### src/hw/rtl/aac_pkg.sv
// Shared types, constants and the exp(-x) table for the annealing acceptance block.
// No dependencies; imported by the top, aac_ctrl and aac_dpath, and by the testbench.
package aac_pkg;

  localparam int EXP_TABLE_DEPTH = 256;
  localparam int EXP_AW          = $clog2(EXP_TABLE_DEPTH);
  localparam int STEP_W          = 5;
  localparam int SUG_BITS        = 32;

  // Configuration register indexes
  typedef enum logic [2:0] {
    REG_START_TEMP = 3'd0,
    REG_COOLING    = 3'd1,
    REG_STAGES     = 3'd2,
    REG_MOVES      = 3'd3,
    REG_MINIMIZE   = 3'd4
  } cfg_reg_e;

  typedef logic [15:0] exp_tab_t [EXP_TABLE_DEPTH];

  // Entry i = exp(-16*i/depth) in Q0.16, series in Q2.30 then repeated product
  function automatic exp_tab_t build_exp_table();
    logic [63:0] one;
    logic [63:0] a;
    logic [63:0] term;
    logic [63:0] pos;
    logic [63:0] neg;
    logic [63:0] r;
    logic [63:0] v;
    logic [63:0] e;
    exp_tab_t    t;
    one  = 64'd1 << 30;
    a    = (64'd16 << 30) / EXP_TABLE_DEPTH;
    term = one;
    pos  = one;
    neg  = 64'd0;
    for (int k = 1; k <= 24; k++) begin
      term = ((term * a) >> 30) / 64'(k);
      if (k % 2 == 1) neg = neg + term;
      else pos = pos + term;
    end
    r = pos - neg;
    v = one;
    for (int i = 0; i < EXP_TABLE_DEPTH; i++) begin
      e = (v + 64'd8192) >> 14;
      t[i] = (e > 64'd65535) ? 16'hFFFF : e[15:0];
      v = (v * r) >> 30;
    end
    return t;
  endfunction

  localparam exp_tab_t EXP_TABLE = build_exp_table();

  // Controller to datapath commands
  typedef struct packed {
    logic load;
    logic eval;
    logic div_step;
    logic lookup;
    logic apply;
    logic mul;
    logic stage;
    logic check;
    logic sug_step;
    logic out_load;
  } aac_cmd_t;

  // Datapath to controller status
  typedef struct packed {
    logic is_init;
    logic is_ignore;
    logic need_div;
    logic roll;
    logic sug_needed;
    logic step_last_div;
    logic step_last_sug;
  } aac_status_t;

endpackage

### src/hw/rtl/annealing_acceptance_controller.sv
// Annealing acceptance controller: Metropolis move acceptance in Q16.16.
// Initial or ignored moves go from evaluation straight to the final check; trial moves
// may add the 8-step index divider, table lookup and cooling multiply; the suggestion
// divider runs when finished with non-improving moves seen. One transaction at a time,
// next input taken the cycle after the result loads, even while that result waits.
// Reset (async, active low): default configuration, zero costs and counters.
module annealing_acceptance_controller import aac_pkg::*; (
  input  logic               clk_i,
  input  logic               rst_ni,
  input  logic               cfg_we_i,
  input  logic [2:0]         cfg_index_i,
  input  logic [31:0]        cfg_data_i,
  input  logic               in_valid_i,
  output logic               in_stall_o,
  input  logic               req_type_i,
  input  logic signed [31:0] move_cost_i,
  input  logic [15:0]        random_value_i,
  output logic               out_valid_o,
  input  logic               out_stall_i,
  output logic               move_accepted_o,
  output logic               restore_previous_o,
  output logic               save_best_o,
  output logic               restore_best_o,
  output logic               finished_o,
  output logic [31:0]        current_temperature_o,
  output logic signed [31:0] best_cost_out_o,
  output logic [31:0]        suggested_start_temperature_o
);

  aac_cmd_t    cmd;
  aac_status_t status;

  aac_ctrl u_ctrl (
    .clk_i, .rst_ni, .in_valid_i, .in_stall_o, .out_valid_o, .out_stall_i,
    .status_i(status), .cmd_o(cmd)
  );

  aac_dpath u_dpath (
    .clk_i, .rst_ni, .cfg_we_i, .cfg_index_i, .cfg_data_i,
    .req_type_i, .move_cost_i, .random_value_i,
    .cmd_i(cmd), .status_o(status),
    .move_accepted_o, .restore_previous_o, .save_best_o, .restore_best_o,
    .finished_o, .current_temperature_o, .best_cost_out_o,
    .suggested_start_temperature_o
  );

endmodule

### src/hw/rtl/aac_ctrl.sv
// Sequencer for the annealing acceptance block: walks one transaction through
// evaluation, index division, table lookup, cooling and suggestion. Uses aac_pkg.
module aac_ctrl import aac_pkg::*; (
  input  logic        clk_i,
  input  logic        rst_ni,
  input  logic        in_valid_i,
  output logic        in_stall_o,
  output logic        out_valid_o,
  input  logic        out_stall_i,
  input  aac_status_t status_i,
  output aac_cmd_t    cmd_o
);

  typedef enum logic [3:0] {
    ST_IDLE, ST_EVAL, ST_DIV, ST_LOOK, ST_APPLY, ST_MUL, ST_STAGE, ST_CHK, ST_SUG, ST_DONE
  } state_e;

  state_e state_q, state_d;
  logic   out_valid_q;
  logic   in_take;
  logic   out_free;

  assign in_stall_o  = (state_q != ST_IDLE);
  assign out_valid_o = out_valid_q;
  assign in_take     = in_valid_i && (state_q == ST_IDLE);
  assign out_free    = !out_valid_q || !out_stall_i;

  // Next state and commands
  always_comb begin
    state_d = state_q;
    cmd_o   = '0;
    unique case (state_q)
      ST_IDLE: begin
        if (in_take) begin
          cmd_o.load = 1'b1;
          state_d    = ST_EVAL;
        end
      end
      ST_EVAL: begin
        cmd_o.eval = 1'b1;
        if (status_i.is_init || status_i.is_ignore) state_d = ST_CHK;
        else if (status_i.need_div) state_d = ST_DIV;
        else state_d = ST_APPLY;
      end
      ST_DIV: begin
        cmd_o.div_step = 1'b1;
        if (status_i.step_last_div) state_d = ST_LOOK;
      end
      ST_LOOK: begin
        cmd_o.lookup = 1'b1;
        state_d      = ST_APPLY;
      end
      ST_APPLY: begin
        cmd_o.apply = 1'b1;
        state_d     = status_i.roll ? ST_MUL : ST_CHK;
      end
      ST_MUL: begin
        cmd_o.mul = 1'b1;
        state_d   = ST_STAGE;
      end
      ST_STAGE: begin
        cmd_o.stage = 1'b1;
        state_d     = ST_CHK;
      end
      ST_CHK: begin
        cmd_o.check = 1'b1;
        state_d     = status_i.sug_needed ? ST_SUG : ST_DONE;
      end
      ST_SUG: begin
        cmd_o.sug_step = 1'b1;
        if (status_i.step_last_sug) state_d = ST_DONE;
      end
      ST_DONE: begin
        if (out_free) begin
          cmd_o.out_load = 1'b1;
          state_d        = ST_IDLE;
        end
      end
      default: state_d = ST_IDLE;
    endcase
  end

  // State and output valid
  always_ff @(posedge clk_i or negedge rst_ni) begin
    if (!rst_ni) begin
      state_q     <= ST_IDLE;
      out_valid_q <= 1'b0;
    end else begin
      state_q <= state_d;
      if (cmd_o.out_load) out_valid_q <= 1'b1;
      else if (!out_stall_i) out_valid_q <= 1'b0;
    end
  end

endmodule

### src/hw/rtl/aac_dpath.sv
// Datapath of the annealing acceptance block: configuration, annealing state,
// index and suggestion dividers, cooling multiplier, result registers. Uses aac_pkg.
module aac_dpath import aac_pkg::*; (
  input  logic               clk_i,
  input  logic               rst_ni,
  input  logic               cfg_we_i,
  input  logic [2:0]         cfg_index_i,
  input  logic [31:0]        cfg_data_i,
  input  logic               req_type_i,
  input  logic signed [31:0] move_cost_i,
  input  logic [15:0]        random_value_i,
  input  aac_cmd_t           cmd_i,
  output aac_status_t        status_o,
  output logic               move_accepted_o,
  output logic               restore_previous_o,
  output logic               save_best_o,
  output logic               restore_best_o,
  output logic               finished_o,
  output logic [31:0]        current_temperature_o,
  output logic signed [31:0] best_cost_out_o,
  output logic [31:0]        suggested_start_temperature_o
);

  // Configuration registers
  logic [31:0] start_temp_q;
  logic [15:0] cooling_q, stages_q, moves_q;
  logic        minimize_q;

  always_ff @(posedge clk_i or negedge rst_ni) begin
    if (!rst_ni) begin
      start_temp_q <= 32'd65536;
      cooling_q    <= 16'd58982;
      stages_q     <= 16'd16;
      moves_q      <= 16'd256;
      minimize_q   <= 1'b1;
    end else if (cfg_we_i) begin
      unique case (cfg_index_i)
        REG_START_TEMP: start_temp_q <= cfg_data_i;
        REG_COOLING:    cooling_q    <= cfg_data_i[15:0];
        REG_STAGES:     stages_q     <= cfg_data_i[15:0];
        REG_MOVES:      moves_q      <= cfg_data_i[15:0];
        REG_MINIMIZE:   minimize_q   <= cfg_data_i[0];
        default: ;
      endcase
    end
  end

  // Latched transaction and annealing state
  logic               req_q;
  logic signed [31:0] cost_q, prev_q, best_q;
  logic [15:0]        rnd_q;
  logic [31:0]        temp_q;
  logic [15:0]        mc_q, sc_q;
  logic [47:0]        sum_q;
  logic [31:0]        cnt_q;
  logic               ok_q, acc_q, undo_q, save_q, rbest_q;
  logic [31:0]        rem_q;
  logic [EXP_AW-1:0]  nlo_q, quot_q;
  logic [STEP_W-1:0]  step_q;
  logic [47:0]        prod_q;
  logic [35:0]        srem_q;
  logic [31:0]        snum_q, squot_q;
  logic               sat_q, szero_q;

  // Evaluation terms
  logic        better_prev, better_best, w_big, fin;
  logic [32:0] diff;
  logic [31:0] w;
  logic [15:0] mc_next;
  logic        roll;
  logic [32:0] dv_t;
  logic        dv_ge;
  logic [53:0] snum_full;
  logic [35:0] sden;
  logic [36:0] sg_t;
  logic        sg_ge;

  assign better_prev = minimize_q ? (cost_q < prev_q) : (cost_q > prev_q);
  assign better_best = minimize_q ? (cost_q < best_q) : (cost_q > best_q);
  assign diff = minimize_q ? ({cost_q[31], cost_q} - {prev_q[31], prev_q})
                           : ({prev_q[31], prev_q} - {cost_q[31], cost_q});
  assign w       = diff[31:0];
  assign w_big   = {4'b0, w} >= {temp_q, 4'b0};
  assign fin     = sc_q >= stages_q;
  assign mc_next = mc_q + 16'd1;
  assign roll    = (mc_next == 16'd0) || (mc_next >= moves_q);

  // Index divider step: one quotient bit of w*depth/(16*T)
  assign dv_t  = {rem_q, nlo_q[EXP_AW-1]};
  assign dv_ge = dv_t >= {1'b0, temp_q};

  // Suggestion divider: sum*50 / (count*11), one quotient bit per step
  assign snum_full = {1'b0, sum_q, 5'b0} + {2'b0, sum_q, 4'b0} + {5'b0, sum_q, 1'b0};
  assign sden  = {1'b0, cnt_q, 3'b0} + {3'b0, cnt_q, 1'b0} + {4'b0, cnt_q};
  assign sg_t  = {srem_q, snum_q[SUG_BITS-1]};
  assign sg_ge = sg_t >= {1'b0, sden};

  always_comb begin
    status_o               = '0;
    status_o.is_init       = !req_q;
    status_o.is_ignore     = req_q && fin;
    status_o.need_div      = req_q && !fin && !better_prev && (w != 32'd0) && !w_big;
    status_o.roll          = roll;
    status_o.sug_needed    = fin && (cnt_q != 32'd0);
    status_o.step_last_div = step_q == STEP_W'(EXP_AW - 1);
    status_o.step_last_sug = step_q == STEP_W'(SUG_BITS - 1);
  end

  // State updates by command
  always_ff @(posedge clk_i or negedge rst_ni) begin
    if (!rst_ni) begin
      prev_q  <= '0;
      best_q  <= '0;
      temp_q  <= 32'd65536;
      mc_q    <= '0;
      sc_q    <= '0;
      sum_q   <= '0;
      cnt_q   <= '0;
    end else begin
      if (cmd_i.eval) begin
        if (!req_q) begin
          prev_q <= cost_q;
          best_q <= cost_q;
          temp_q <= start_temp_q;
          mc_q   <= '0;
          sc_q   <= '0;
          sum_q  <= '0;
          cnt_q  <= '0;
        end else if (!fin && !better_prev) begin
          if ({16'b0, w} >= ~sum_q) sum_q <= '1;
          else sum_q <= sum_q + {16'b0, w};
          if (cnt_q != '1) cnt_q <= cnt_q + 32'd1;
        end
      end
      if (cmd_i.apply) begin
        if (ok_q) begin
          prev_q <= cost_q;
          if (better_best) best_q <= cost_q;
        end
        if (roll) begin
          mc_q <= '0;
          sc_q <= sc_q + 16'd1;
        end else begin
          mc_q <= mc_next;
        end
      end
      if (cmd_i.stage) begin
        temp_q <= prod_q[47:16];
        prev_q <= best_q;
      end
    end
  end

  // Transaction scratch, flags and dividers
  always_ff @(posedge clk_i or negedge rst_ni) begin
    if (!rst_ni) begin
      req_q   <= 1'b0;
      ok_q    <= 1'b0;
      acc_q   <= 1'b0;
      undo_q  <= 1'b0;
      save_q  <= 1'b0;
      rbest_q <= 1'b0;
      step_q  <= '0;
      sat_q   <= 1'b0;
      szero_q <= 1'b1;
    end else begin
      if (cmd_i.load) begin
        req_q   <= req_type_i;
        acc_q   <= 1'b0;
        undo_q  <= 1'b0;
        save_q  <= 1'b0;
        rbest_q <= 1'b0;
      end
      if (cmd_i.eval) begin
        step_q <= '0;
        if (!req_q) save_q <= 1'b1;
        else if (fin) undo_q <= 1'b1;
        else if (better_prev || (w == 32'd0)) ok_q <= 1'b1;
        else ok_q <= 1'b0;
      end
      if (cmd_i.div_step) step_q <= step_q + STEP_W'(1);
      if (cmd_i.lookup) ok_q <= rnd_q < EXP_TABLE[quot_q];
      if (cmd_i.apply) begin
        acc_q   <= ok_q;
        undo_q  <= !ok_q;
        save_q  <= ok_q && better_best;
        rbest_q <= roll;
      end
      if (cmd_i.check) begin
        step_q  <= '0;
        sat_q   <= {14'b0, snum_full[53:32]} >= sden;
        szero_q <= !(fin && (cnt_q != 32'd0));
      end
      if (cmd_i.sug_step) step_q <= step_q + STEP_W'(1);
    end
  end

  // Payload registers without reset
  always_ff @(posedge clk_i) begin
    if (cmd_i.load) begin
      cost_q <= move_cost_i;
      rnd_q  <= random_value_i;
    end
    if (cmd_i.eval) begin
      rem_q <= {4'b0, w[31:4]};
      nlo_q <= {w[3:0], {(EXP_AW - 4){1'b0}}};
    end
    if (cmd_i.div_step) begin
      rem_q  <= dv_ge ? (dv_t[31:0] - temp_q) : dv_t[31:0];
      quot_q <= {quot_q[EXP_AW-2:0], dv_ge};
      nlo_q  <= {nlo_q[EXP_AW-2:0], 1'b0};
    end
    if (cmd_i.mul) prod_q <= temp_q * cooling_q;
    if (cmd_i.check) begin
      srem_q <= {14'b0, snum_full[53:32]};
      snum_q <= snum_full[31:0];
    end
    if (cmd_i.sug_step) begin
      srem_q  <= sg_ge ? (sg_t[35:0] - sden) : sg_t[35:0];
      snum_q  <= {snum_q[SUG_BITS-2:0], 1'b0};
      squot_q <= {squot_q[SUG_BITS-2:0], sg_ge};
    end
    if (cmd_i.out_load) begin
      move_accepted_o       <= acc_q;
      restore_previous_o    <= undo_q;
      save_best_o           <= save_q;
      restore_best_o        <= rbest_q;
      finished_o            <= fin;
      current_temperature_o <= temp_q;
      best_cost_out_o       <= best_q;
      suggested_start_temperature_o <= szero_q ? 32'd0 : (sat_q ? '1 : squot_q);
    end
  end

endmodule

### config.mk
export PLATFORM = sky130hd
export DESIGN_NAME = annealing_acceptance_controller
export DESIGN_NICKNAME = d
export VERILOG_FILES = /design/src/hw/rtl/aac_pkg.sv /design/src/hw/rtl/annealing_acceptance_controller.sv /design/src/hw/rtl/aac_ctrl.sv /design/src/hw/rtl/aac_dpath.sv
export SDC_FILE = /design/constraint.sdc
export NUM_CORES = 2
export LEC_CHECK = 0
export ABC_AREA = 1
export BUFFER_PORTS_ARGS = -buffer_cell sky130_fd_sc_hd__buf_2
export CAP_MARGIN = 20
export CORE_MARGIN = 2
export CORE_UTILIZATION = 55
export DETAILED_ROUTE_END_ITERATION = 8
export MAX_ROUTING_LAYER = met4
export PLACE_DENSITY = 0.72
export SLEW_MARGIN = 10
export SYNTH_ARGS = -nofsm -noshare
export SYNTH_HDL_FRONTEND = slang
export SYNTH_SLANG_ARGS = --single-unit
### constraint.sdc
create_clock -name clk_i -period 8.51 [get_ports clk_i]
set_clock_uncertainty 0.15 [all_clocks]
set_input_delay 0.4255 -clock clk_i [delete_from_list [all_inputs] [get_ports clk_i]]
set_output_delay 0.4255 -clock clk_i [all_outputs]
set_load 0.02 [all_outputs]
==> flow_summary.toml <==
[sta]
rsz0062_at_grt = "no"
relSlewSlack = 0.182
fin_crit_ps = 7130
worst_pin_slew_ps = 1230
fmax_mhz = 140
setup_viol = 0
hold_viol = 0
finalSetupTns_ps = 0
finalCritPeriodShare = 0.838
final_max_slew_viol_count = 0

[logic_synthesis]
synth-seq-area-share = 0.268
ys_ff_latch = 631
synth-edff-count = 324
synth.area.mux_share = 0.00292
async_reset_ff_frac = 0.487
synthXorXnorAreaFrac = 0.0283
syn_avg_cell_area_sq_um = 7.64
synthFlopType = "edfxtp_1"
synth_compound_area_frac = 0.124
synth.net_count = 9650
yosysWarnings = 0
synth-simple-area-share = 0.215
yosys.cell_types.count = 71
synthAdderAreaFrac = 0.256
synth_area_leaders = "fa_1 (15%), edfxtp_1 (15%), nand2_1 (12%), dfrtp_1 (11%), ha_1 (10%)"
yosysTopAreaCellShare = 0.153
syn_inst = 8525
syn-cell-area_sq_um = 65100
synth_top_cell_by_area = "fa_1"
synth_top_family_by_area = "adder cells"

[cts]
cts_sinks = 631
insertion_delay_ps = 680
ctsHtreeMaxLevel = 3
cts_buffers = 75
cts_resized = 0
clockBufferDepth = 3
clkSlewWorstSetupHoldPaths_ps = 60
hold_buffers = 73
cts_setup_buffers = 0
cts_root_buf = "clkbuf_16"
tritoncts = "done"

[floorplan]
io_pins = 192
fp.dieW_um = 348
fp.coreArea_sq_um = 118000
fp.dieH_um = 348
start_util = 0.553
die-area_sq_um = 121000
rows = 126

[cells_and_area]
seq_area_sq_um = 17400
multi_input_area_sq_um = 40800
final_common_cell = "nand2_1"
layout_common_cells = "nand2_1 (2163), inv_1 (1503), nor2_1 (607), ha_1 (539), o21ai_0 (513)"
area_delta_synth_final_pct = 8.62
fill_cells = 10827
nets = 9783
drive_gt1_frac = 0.0656

[setup_path]
path_class = "reg2reg"
rrSetupSlack_ps = 1380
critPathArrivalTime_ps = 7400
crit_required_ps = 8770
cp_max_fo = 33
reg2reg_to = "u_dpath.prod_q[34]$_DFFE_PP_"
end_kind = "flop"
r2r_cells = 18
start_kind = "flop"
rr_startpoint = "u_dpath.cooling_q[2]$_DFFE_PN1P_"

[drt]
drt-total-wl_um = 200000
drc_errors = 0
wl_per_cell_um = 19.5
first_pass_iters = 6
via_per_inst = 5.66
drtIter0Drc = 4988
routed-via-count = 58046
ant_nets = 0

[place]
io_buffer_count = 191
gp_congestion = 0.999
dp_hpwl_um = 153000

[grt]
grt_pass1_wl_um = 318000
grt_antenna_before_repair = 5
grt_start_max_net_pins = 142
grt_pass1_vias = 57481
track_usage = 0.342
gr-total-overflow = 0

[job]
max_cap_violations = 0

[hold_path]
worstHoldPathType = "in2reg"
whs_path_depth = 3
worstHoldStart = "cfg_data_i[0]"
min_to = "u_dpath.moves_q[0]$_DFFE_PN0P_"

[run_status]
status = "completed"
-- logic make-up after synthesis --
group,Yosys count
and+or+nand+nor,3405
AOI/OAI and AO/OA,1424
buffers and inverters,1802
muxes,17
adders and majority gates,1036
xor gates and xnor gates,210
DFF,631
-- cell usage after synthesis (38+ instances only) --
| library cell | instances |
|---|---|
| nand3_1 | 301 |
| a31oi_1 | 89 |
| o21a_1 | 38 |
| a21oi_1 | 491 |
| nor3_1 | 68 |
| nand4_1 | 84 |
| o21ai_1 | 58 |
| ha_1 | 539 |
| inv_1 | 1505 |
| clkbuf_1 | 210 |
| xnor2_1 | 73 |
| nor2_1 | 612 |
| edfxtp_1 | 324 |
| o211ai_1 | 38 |
| nand2_1 | 2165 |
| fa_1 | 497 |
| xor2_1 | 137 |
| dfrtp_1 | 292 |
| o21ai_0 | 513 |
-- area by class of cell --
class | instances | share of cell area
inverters | 1525 | 0.0810
clock inverters | 41 | 0.00641
flip-flops and latches | 631 | 0.247
multi-input cells | 6092 | 0.577
clock buffers | 95 | 0.0297
repair buffers | 333 | 0.0320
diodes | 3 | 0.000106
well taps | 1536 | 0.0272
-- routing by layer --
metal,share of wire,global-route usage,up-vias
li1,-,-,27492
met1,0.44,0.462,28000
met2,0.46,0.538,2135
met3,0.070,0.0420,419
met4,0.037,0.114,0
met5,0,-,-
-- through the flow --
stage / utilization / hold WS (ps) / cell area [sq um] / setup slack, ps / instances
after floorplan: - / -20.1 / 65100 / 2300 / 8525
after global placement: 0.572 / 282 / 67400 / 1520 / 10041
after detailed placement: 0.572 / 282 / 67400 / 1480 / 10041
after CTS: 0.600 / 3.12 / 70600 / 1470 / 10250
after global routing: 0.600 / 30.8 / 70700 / 1100 / 10253
final: 0.600 / 43.3 / 70700 / 1380 / 10256
-- sequential cells by signal, summed over array words and instances, names as in the netlist, 31 cells and up --
name / flops
u_dpath.best_cost_out_o: 32
u_dpath.best_q: 32
u_dpath.cnt_q: 32
u_dpath.cost_q: 32
u_dpath.current_temperature_o: 32
u_dpath.prev_q: 32
u_dpath.prod_q: 32
u_dpath.rem_q: 32
u_dpath.snum_q: 31
u_dpath.squot_q: 32
u_dpath.srem_q: 36
u_dpath.start_temp_q: 32
u_dpath.suggested_start_temperature_o: 32
u_dpath.sum_q: 48
u_dpath.temp_q: 32
-- critical path, cell delays in order, from the launching register on --
cell	delay, ps
dfstp_2	1130
nand2_1	160
fa_1	580
fa_1	460
fa_1	520
inv_1	50
fa_1	470
fa_1	550
inv_1	70
fa_1	540
inv_1	50
ha_1	320
a21oi_1	190
inv_1	70
a21oi_1	320
nand2_1	90
a221oi_1	700
o21ai_0	220
xor2_1	190
-- worst max-delay path by stage --
stage	from	to	slack (ps)
2_1_floorplan	u_dpath.cooling_q[9]$_DFFE_PN1P_	u_dpath.prod_q[38]$_DFFE_PP_	2300
3_3_place_gp	u_dpath.temp_q[7]$_DFFE_PN0P_	u_dpath.prod_q[41]$_DFFE_PP_	1520
3_5_place_dp	u_dpath.temp_q[10]$_DFFE_PN0P_	u_dpath.prod_q[41]$_DFFE_PP_	1480
4_1_cts	u_dpath.cooling_q[6]$_DFFE_PN1P_	u_dpath.prod_q[41]$_DFFE_PP_	1470
5_1_grt	u_dpath.cooling_q[6]$_DFFE_PN1P_	u_dpath.prod_q[41]$_DFFE_PP_	1100
6_report	u_dpath.cooling_q[2]$_DFFE_PN1P_	u_dpath.prod_q[34]$_DFFE_PP_	1380
Power is left out: the tool's default activity adds up to more than one toggle a clock period on the data nets, which glitch-free logic cannot reach.
